## src/design/ae16_pkg.sv

```systemverilog
// types and constants for the arithmetic encoder
// no dependencies
package ae16_pkg;

  localparam int CODE_BITS_DEF = 16;
  localparam int FLUSH_BITS    = 16;
  localparam int MAX_OUT       = 16;
  localparam int QUEUE_DEPTH   = 2;
  localparam logic [15:0] FOLLOW_MAX = 16'hFFFF;

  // job kinds passed from front to back
  localparam logic [1:0] KIND_ENC   = 2'd0;
  localparam logic [1:0] KIND_FLUSH = 2'd1;
  localparam logic [1:0] KIND_ERR   = 2'd2;

  localparam logic CMD_ENCODE = 1'b0;
  localparam logic CMD_FLUSH  = 1'b1;

  typedef struct packed {
    logic        command;
    logic [13:0] sym_count;
    logic [13:0] count_left;
    logic [13:0] count_total;
  } in_word_t;

  typedef struct packed {
    logic        out_bit;
    logic [15:0] follow_count;
    logic        last;
    logic        error;
  } out_word_t;

  typedef struct packed {
    logic [1:0]  kind;
    logic [13:0] count_left;
    logic [14:0] count_hi;
    logic [13:0] count_total;
  } job_t;

endpackage

```

## src/design/ae16_front.sv

```systemverilog
// front end: checks the counts of each word and classifies it as a job
// depends on ae16_pkg
module ae16_front import ae16_pkg::*; #(
  parameter int CODE_BITS = CODE_BITS_DEF
) (
  input  logic     item_valid,
  input  in_word_t item,
  output logic     item_stall,
  output logic     job_valid,
  output job_t     job,
  input  logic     job_stall
);

  localparam int TOTAL_LIMIT = (1 << (CODE_BITS - 2)) - 1;

  logic [14:0] hi;
  logic        bad;

  // cumulative upper count and validity
  always_comb begin
    hi  = {1'b0, item.sym_count} + {1'b0, item.count_left};
    bad = (item.count_total == 14'd0) || (item.sym_count == 14'd0) ||
          (hi > {1'b0, item.count_total}) ||
          (32'(item.count_total) > 32'(TOTAL_LIMIT));
  end

  // job word
  always_comb begin
    job.count_left  = item.count_left;
    job.count_hi    = hi;
    job.count_total = item.count_total;
    if (item.command == CMD_FLUSH) begin
      job.kind = KIND_FLUSH;
    end else if (bad) begin
      job.kind = KIND_ERR;
    end else begin
      job.kind = KIND_ENC;
    end
  end

  assign job_valid  = item_valid;
  assign item_stall = job_stall;

endmodule

```

## src/design/ae16_queue.sv

```systemverilog
// short job queue between front and back
// depends on ae16_pkg
module ae16_queue import ae16_pkg::*; (
  input  logic clk,
  input  logic rst,
  input  logic push_valid,
  input  job_t push_job,
  output logic push_stall,
  output logic pop_valid,
  output job_t pop_job,
  input  logic pop_stall
);

  localparam int PTR_W = $clog2(QUEUE_DEPTH);
  localparam int CNT_W = $clog2(QUEUE_DEPTH + 1);

  job_t             entries [QUEUE_DEPTH];
  logic [PTR_W-1:0] wptr;
  logic [PTR_W-1:0] rptr;
  logic [CNT_W-1:0] fill;
  logic             do_push;
  logic             do_pop;

  assign push_stall = (fill == CNT_W'(QUEUE_DEPTH));
  assign pop_valid  = (fill != '0);
  assign pop_job    = entries[rptr];
  assign do_push    = push_valid && !push_stall;
  assign do_pop     = pop_valid && !pop_stall;

  // pointers and fill level
  always_ff @(posedge clk) begin
    if (rst) begin
      wptr <= '0;
      rptr <= '0;
      fill <= '0;
    end else begin
      if (do_push) begin
        wptr <= (wptr == PTR_W'(QUEUE_DEPTH - 1)) ? '0 : wptr + 1'b1;
      end
      if (do_pop) begin
        rptr <= (rptr == PTR_W'(QUEUE_DEPTH - 1)) ? '0 : rptr + 1'b1;
      end
      if (do_push && !do_pop) begin
        fill <= fill + 1'b1;
      end else if (do_pop && !do_push) begin
        fill <= fill - 1'b1;
      end
    end
  end

  // storage
  always_ff @(posedge clk) begin
    if (do_push) begin
      entries[wptr] <= push_job;
    end
  end

endmodule

```

## src/design/ae16_back.sv

```systemverilog
// back end: interval narrowing with two serial dividers, renormalization,
// flush and the output register; depends on ae16_pkg
module ae16_back import ae16_pkg::*; #(
  parameter int CODE_BITS = CODE_BITS_DEF
) (
  input  logic      clk,
  input  logic      rst,
  input  logic      job_valid,
  input  job_t      job,
  output logic      job_stall,
  output logic      result_valid,
  output out_word_t result,
  input  logic      result_stall
);

  localparam int PW = CODE_BITS + 16;
  localparam int SW = $clog2(PW);
  localparam int UP = (CODE_BITS > FLUSH_BITS) ? CODE_BITS - FLUSH_BITS : 0;
  localparam int DN = (CODE_BITS < FLUSH_BITS) ? FLUSH_BITS - CODE_BITS : 0;
  localparam logic [CODE_BITS:0]   RND       = (CODE_BITS + 1)'((1 << UP) - 1);
  localparam logic [SW-1:0]        STEP_LAST = SW'(PW - 1);
  localparam logic [CODE_BITS-1:0] QBIT      = CODE_BITS'(1) << (CODE_BITS - 2);

  localparam logic [2:0] S_IDLE  = 3'd0;
  localparam logic [2:0] S_MUL   = 3'd1;
  localparam logic [2:0] S_DIV   = 3'd2;
  localparam logic [2:0] S_UPD   = 3'd3;
  localparam logic [2:0] S_REN   = 3'd4;
  localparam logic [2:0] S_FLUSH = 3'd5;
  localparam logic [2:0] S_ERR   = 3'd6;

  logic [2:0]           state;
  job_t                 jr;
  logic [CODE_BITS-1:0] low;
  logic [CODE_BITS-1:0] high;
  logic [15:0]          pend;
  logic [PW-1:0]        dq_a;
  logic [PW-1:0]        dq_b;
  logic [13:0]          rem_a;
  logic [13:0]          rem_b;
  logic [SW-1:0]        step;
  logic [4:0]           gcount;
  logic                 hold_v;
  logic                 hold_bit;
  logic [15:0]          hold_follow;
  logic [15:0]          fv;
  logic [3:0]           fcnt;
  logic                 out_v;
  out_word_t            out_q;

  logic                 out_free;
  logic                 push;
  out_word_t            push_word;
  logic                 adv;
  logic [CODE_BITS:0]   range_w;
  logic [PW-1:0]        prod_a;
  logic [PW-1:0]        prod_b;
  logic [14:0]          rsh_a;
  logic [14:0]          rsh_b;
  logic                 ge_a;
  logic                 ge_b;
  logic [13:0]          rem_a_next;
  logic [13:0]          rem_b_next;
  logic [CODE_BITS:0]   v_ext;
  logic                 e0;
  logic                 e1;
  logic                 settle;
  logic                 fol;
  logic                 need_push;
  logic                 room;
  logic [CODE_BITS-1:0] low_adj;
  logic [CODE_BITS-1:0] high_adj;

  assign job_stall    = (state != S_IDLE);
  assign result_valid = out_v;
  assign result       = out_q;
  assign out_free     = !out_v || !result_stall;

  // range and the two products
  always_comb begin
    range_w = {1'b0, high} - {1'b0, low} + (CODE_BITS + 1)'(1);
    prod_a  = PW'(range_w) * PW'(jr.count_hi);
    prod_b  = PW'(range_w) * PW'(jr.count_left);
  end

  // one restoring step of each divider
  always_comb begin
    rsh_a      = {rem_a, dq_a[PW-1]};
    rsh_b      = {rem_b, dq_b[PW-1]};
    ge_a       = (rsh_a >= {1'b0, jr.count_total});
    ge_b       = (rsh_b >= {1'b0, jr.count_total});
    rem_a_next = ge_a ? 14'(rsh_a - {1'b0, jr.count_total}) : rsh_a[13:0];
    rem_b_next = ge_b ? 14'(rsh_b - {1'b0, jr.count_total}) : rsh_b[13:0];
  end

  // flush value from the low end
  assign v_ext = ({1'b0, low} + RND) >> UP;

  // renormalization decisions
  always_comb begin
    e0        = !high[CODE_BITS-1];
    e1        = low[CODE_BITS-1];
    settle    = e0 || e1;
    fol       = !low[CODE_BITS-1] && low[CODE_BITS-2] &&
                high[CODE_BITS-1] && !high[CODE_BITS-2];
    room      = (gcount < 5'(MAX_OUT));
    need_push = hold_v && room;
    low_adj   = fol && !settle ? (low ^ QBIT) : low;
    high_adj  = fol && !settle ? (high ^ QBIT) : high;
  end

  // result push and step enable
  always_comb begin
    push      = 1'b0;
    adv       = 1'b0;
    push_word = '0;
    unique case (state)
      S_REN: begin
        push_word.out_bit      = hold_bit;
        push_word.follow_count = hold_follow;
        if (settle) begin
          adv  = !need_push || out_free;
          push = need_push && out_free;
        end else if (fol) begin
          adv = 1'b1;
        end else begin
          push_word.last = 1'b1;
          push = hold_v && out_free;
          adv  = !hold_v || out_free;
        end
      end
      S_FLUSH: begin
        push_word.out_bit      = fv[15];
        push_word.follow_count = (fcnt == 4'd0) ? pend : 16'd0;
        push_word.last         = (fcnt == 4'd15);
        push = out_free;
        adv  = out_free;
      end
      S_ERR: begin
        push_word.last  = 1'b1;
        push_word.error = 1'b1;
        push = out_free;
        adv  = out_free;
      end
      default: begin
        push = 1'b0;
      end
    endcase
  end

  // output register
  always_ff @(posedge clk) begin
    if (rst) begin
      out_v <= 1'b0;
    end else if (push) begin
      out_v <= 1'b1;
    end else if (!result_stall) begin
      out_v <= 1'b0;
    end
  end

  always_ff @(posedge clk) begin
    if (push) begin
      out_q <= push_word;
    end
  end

  // control sequencer and coder state
  always_ff @(posedge clk) begin
    if (rst) begin
      state  <= S_IDLE;
      low    <= '0;
      high   <= '1;
      pend   <= '0;
      hold_v <= 1'b0;
    end else begin
      unique case (state)
        S_IDLE: begin
          if (job_valid) begin
            jr <= job;
            fv <= 16'(v_ext) << DN;
            fcnt <= '0;
            unique case (job.kind)
              KIND_ENC:   state <= S_MUL;
              KIND_FLUSH: state <= S_FLUSH;
              default:    state <= S_ERR;
            endcase
          end
        end
        S_MUL: begin
          dq_a  <= prod_a;
          dq_b  <= prod_b;
          rem_a <= '0;
          rem_b <= '0;
          step  <= '0;
          state <= S_DIV;
        end
        S_DIV: begin
          dq_a  <= {dq_a[PW-2:0], ge_a};
          dq_b  <= {dq_b[PW-2:0], ge_b};
          rem_a <= rem_a_next;
          rem_b <= rem_b_next;
          step  <= step + 1'b1;
          if (step == STEP_LAST) begin
            state <= S_UPD;
          end
        end
        S_UPD: begin
          high   <= CODE_BITS'({1'b0, low} + dq_a[CODE_BITS:0] - (CODE_BITS + 1)'(1));
          low    <= CODE_BITS'({1'b0, low} + dq_b[CODE_BITS:0]);
          gcount <= '0;
          hold_v <= 1'b0;
          state  <= S_REN;
        end
        S_REN: begin
          if (adv) begin
            if (settle || fol) begin
              low  <= {low_adj[CODE_BITS-2:0], 1'b0};
              high <= {high_adj[CODE_BITS-2:0], 1'b1};
            end
            if (settle) begin
              if (room) begin
                hold_v      <= 1'b1;
                hold_bit    <= e1;
                hold_follow <= pend;
                gcount      <= gcount + 1'b1;
              end
              pend <= '0;
            end else if (fol) begin
              if (pend != FOLLOW_MAX) begin
                pend <= pend + 1'b1;
              end
            end else begin
              hold_v <= 1'b0;
              state  <= S_IDLE;
            end
          end
        end
        S_FLUSH: begin
          if (adv) begin
            fv   <= {fv[14:0], 1'b0};
            fcnt <= fcnt + 1'b1;
            if (fcnt == 4'd15) begin
              low   <= '0;
              high  <= '1;
              pend  <= '0;
              state <= S_IDLE;
            end
          end
        end
        S_ERR: begin
          if (adv) begin
            state <= S_IDLE;
          end
        end
        default: begin
          state <= S_IDLE;
        end
      endcase
    end
  end

endmodule

```

## src/design/arithmetic_encoder_16bit.sv

```systemverilog
// encode word: taken from the queue, one multiply, the serial divides, one
// update, then one renormalization step per cycle while the output is not
// stalled, and a closing step that ends the word
// flush word: one bit per cycle while the output is not stalled; error word: one word
// a two-word queue lets the next word in while the back end works
// synchronous reset: interval to full range, follow count zero, queue empty
module arithmetic_encoder_16bit import ae16_pkg::*; #(
  parameter int CODE_BITS = CODE_BITS_DEF
) (
  input  logic      clk,
  input  logic      rst,
  input  logic      item_valid,
  input  in_word_t  item,
  output logic      item_stall,
  output logic      result_valid,
  output out_word_t result,
  input  logic      result_stall
);

  logic job_in_valid;
  job_t job_in;
  logic job_in_stall;
  logic job_out_valid;
  job_t job_out;
  logic job_out_stall;

  // classify incoming words
  ae16_front #(.CODE_BITS(CODE_BITS)) u_front (
    .item_valid (item_valid),
    .item       (item),
    .item_stall (item_stall),
    .job_valid  (job_in_valid),
    .job        (job_in),
    .job_stall  (job_in_stall)
  );

  // decoupling queue
  ae16_queue u_queue (
    .clk        (clk),
    .rst        (rst),
    .push_valid (job_in_valid),
    .push_job   (job_in),
    .push_stall (job_in_stall),
    .pop_valid  (job_out_valid),
    .pop_job    (job_out),
    .pop_stall  (job_out_stall)
  );

  // coder datapath
  ae16_back #(.CODE_BITS(CODE_BITS)) u_back (
    .clk          (clk),
    .rst          (rst),
    .job_valid    (job_out_valid),
    .job          (job_out),
    .job_stall    (job_out_stall),
    .result_valid (result_valid),
    .result       (result),
    .result_stall (result_stall)
  );

endmodule

```

## config.mk

```make
export PLATFORM = sky130hd
export DESIGN_NAME = arithmetic_encoder_16bit
export DESIGN_NICKNAME = d
export VERILOG_FILES = /design/src/design/ae16_pkg.sv /design/src/design/ae16_front.sv /design/src/design/ae16_queue.sv /design/src/design/ae16_back.sv /design/src/design/arithmetic_encoder_16bit.sv
export SDC_FILE = /design/constraint.sdc
export NUM_CORES = 2
export LEC_CHECK = 0
export ABC_AREA = 1
export BUFFER_PORTS_ARGS = -buffer_cell sky130_fd_sc_hd__buf_4
export CORE_MARGIN = 5
export CORE_UTILIZATION = 35
export CTS_CLUSTER_SIZE = 30
export DETAILED_ROUTE_END_ITERATION = 12
export PLACE_DENSITY = 0.53
export SLEW_MARGIN = 15
export SYNTH_ARGS = -nofsm -noshare
export SYNTH_HDL_FRONTEND = slang
export SYNTH_HIERARCHICAL = 1
export SYNTH_SLANG_ARGS = --single-unit
```

## constraint.sdc

```tcl
create_clock -name clk -period 7.8 [get_ports clk]
set_input_delay 1.95 -clock clk [delete_from_list [all_inputs] [get_ports clk]]
set_output_delay 1.95 -clock clk [all_outputs]
set_load 0.01 [all_outputs]
```

==> qor.yml <==
grt_usage_pct: 18.77
drive_above_1_share_pct: 7.712
regArea_um2: 9905
crit_type: "register to register"
multiInputGateArea_um2: 23970
grt_max_degree: 103
io_pins: 68
yosysTopAreaCell: "edfxtp_1"
grt_pass1_wl_mm: 172.4
rrSetupSlack_ns: 0.28
clk_latency_ns: 0.61
top_layer_used: "met4"
netlist_instances: 4882
r2r-end: "u_back/dq_b[16]"
core_area_um2: 108700
critPathRequiredTime_ns: 8.16
wire_per_inst_um: 17.21
fmax_ghz: 0.1331
clockRootBuffer: "clkbuf_16"
rsz0062_at_grt: "false"
final_nets: 5670
grt_antenna_before_repair: 2
post-route-drc-count: 0
wl_met3_mm: 7.695
vias: 31091
netlist.area_leader.share_pct: 22.82
ys_warn_count: 6
yosysUniqueCellTypes: 53
worstMarginPinSlew_ns: 1.090
design_area_um2: 42070
hp-class: "register to register"
met1_length_mm: 49.54
hold_viol: 0
initial_core_util_pct: 35.23
cts_buffers: 43
cts_sinks: 349
holdCritStartpoint: "u_queue/rptr"
drtPass1Iterations: 5
wl_mm: 109.6
tns_ns: 0
min_to: "u_queue/rptr"
status: "completed"
clk_pin_slew_ns: 0.06
io_buffers: 67
synthesis.area_um2: 38300
crit_arrival_ns: 7.87
clock_path_buffers: 3
ys_top_cells_by_area: "edfxtp_1, fa_1, nand2_1"
async_flop_share_pct: 0
min_period_over_period_pct: 96.35
syn-mean-instance-area_um2: 7.845
hpwl_mm: 86.84
grt_pass1_vias: 30740
setup_viol: 0
cp-start-kind: "register"
antenna_cells: 0
r2r_cells: 31
fill_cells: 11271
die_x_um: 340.8
dieHeight_um: 340.8
synth-seq-cells: 349
endpoint_kind: "register"
syn_to_final_growth_pct: 9.837
gp_congestion: 0.9374
fp-row-count: 121
die_area_um2: 116100
tritoncts: "built"
holdPathStages: 2
ys.flop_type: "edfxtp_1"
htree_levels: 2
synth-edff-count: 291
slowest_delay_ns: 0.56
ys_seq_area_share_pct: 25.85
dpl_cell_area_um2: 40410
finalCriticalPeriod_ns: 7.516
relSlewSlack_pct: 27.35
drv_slew: 0
ant_nets: 0
drtIter0Drc: 2209
detail_route.vias_per_cell: 4.883
wl_met2_mm: 49.43
drv_cap: 0
path_max_fanout: 14
syn-num-nets: 5634
grt.overflow.total: 0
crit-reg2reg-launch: "u_back/low[4]"
finalClockSkew_ns: 0.02985
cp_slowest_cell: "fa_1"
==> layout make-up <==
class                           count  area share [%]
Sequential cell                   349           23.55
Timing Repair Buffer              164           3.064
Inverter                          971           8.697
Clock buffer                       52           2.710
Clock inverter                     28          0.7882
Tap cell                         1414           4.206
Multi-Input combinational cell   3389           56.99
==> Yosys cell counts, types with 3 or more instances <==
library cell  instances
dfxtp_1              58
inv_1               953
buf_4                36
or2_2                 7
o21ai_0             113
a21o_1                6
xor2_1               19
nand3_2               7
nand2_2              10
nand3b_1             18
a31oi_1               3
o21ai_1               8
nand4_1              55
a21oi_2              11
fa_1                376
buf_2                35
nand2_1            1272
xnor2_1              35
a21boi_0              3
buf_12                4
and2_1               12
or2_1                 5
mux2_4               40
nor3_1               22
edfxtp_1            291
buf_1                 7
buf_6                 4
nor2_1              534
o22ai_1               5
o21bai_1              4
nor2_4                3
ha_1                329
clkbuf_1             87
inv_2                11
clkinv_1              6
a21oi_1             135
nand3_1             331
nor2_2                3
mux2_2                5
==> worst max-delay path by stage <==
stage / from / endpoint / slack [ns] / depth (start not counted)
CTS: u_back/low[4] / u_back/dq_a[20] / 0.09 / 32
global route: u_back/low[6] / u_back/dq_a[12] / 0.002 / 32
global placement: u_back/low[4] / u_back/dq_a[20] / 0.12 / 32
detailed placement: u_back/low[4] / u_back/dq_a[20] / 0.11 / 33
floorplan: u_back/high[1] / u_back/dq_a[12] / 0.64 / 36
finish: u_back/low[4] / u_back/dq_b[16] / 0.28 / 31
==> worst max-delay path, delay by kind of cell (launching register included) <==
kind | cells | cell delay (ns)
adder cells (fa/ha/maj) | 9 | 4.12
buffers and inverters | 8 | 0.73
AO/OA/AOI/OAI | 1 | 0.25
flip-flops | 1 | 0.38
AND/OR/NAND/NOR | 13 | 1.80
==> sequential cells by signal (all words and copies together) (netlist names), 5 cells and up, named ones only <==
register / cells
u_back/hold_follow: 16
u_back/dq_b: 32
u_back/jr: 43
u_back/step: 5
u_back/low: 16
u_back/fv: 16
u_back/dq_a: 32
u_back/gcount: 5
u_back/pend: 16
u_back/rem_a: 14
u_queue/entries: 90
u_back/result: 19
u_back/high: 16
u_back/rem_b: 14
==> per-stage QoR <==
step,utilization [%],hold WS [ns],setup WS [ns],cells
after floorplan,-,0.4530,0.6425,4882
after global placement,37.18,0.4767,0.1184,6282
after detailed placement,37.18,0.4852,0.1135,6282
after CTS,38.53,0.4998,0.08576,6362
after global routing,38.70,0.5066,0.001957,6367
final,38.70,0.4968,0.2843,6367
==> cell usage in the layout, fill, tap and decap left out, types with 40 or more instances in the layout <==
master | netlist | layout
clkbuf_16 | 0 | 43
ha_1 | 329 | 322
fa_1 | 376 | 376
o21ai_0 | 113 | 112
buf_4 | 36 | 158
edfxtp_1 | 291 | 291
nand4_1 | 55 | 55
dfxtp_1 | 58 | 54
nand2_1 | 1272 | 1260
nand3_1 | 331 | 330
nor2_1 | 534 | 524
mux2_4 | 40 | 40
a21oi_1 | 135 | 134
inv_1 | 953 | 950
==> routing by layer <==
| metal | vias up | track usage (%) |
|---|---|---|
| li1 | 15176 | - |
| met1 | 14918 | 25.83 |
| met2 | 852 | 30.21 |
| met3 | 145 | 3.858 |
| met4 | 0 | 4.967 |
| met5 | - | 0 |
==> kinds of logic after synthesis <==
group	Yosys count	synth area share, %
mux	45	1.715
fa+ha+maj	705	30.40
buf+inv	1144	11.93
xor+xnor	54	1.235
simple gates	2289	24.71
flops	349	25.85
compound gates	296	4.156
==> repair_timing <==
| item | CTS | global route |
|---|---|---|
| hold buffers | 0 | 0 |
| buffers inserted | 0 | 5 |
| setup endpoints to repair | 0 | 41 |
| gates resized for setup | 0 | 45 |
Power is left out: the tool's default activity adds up to more than one toggle a clock period on the data nets, which glitch-free logic cannot reach.
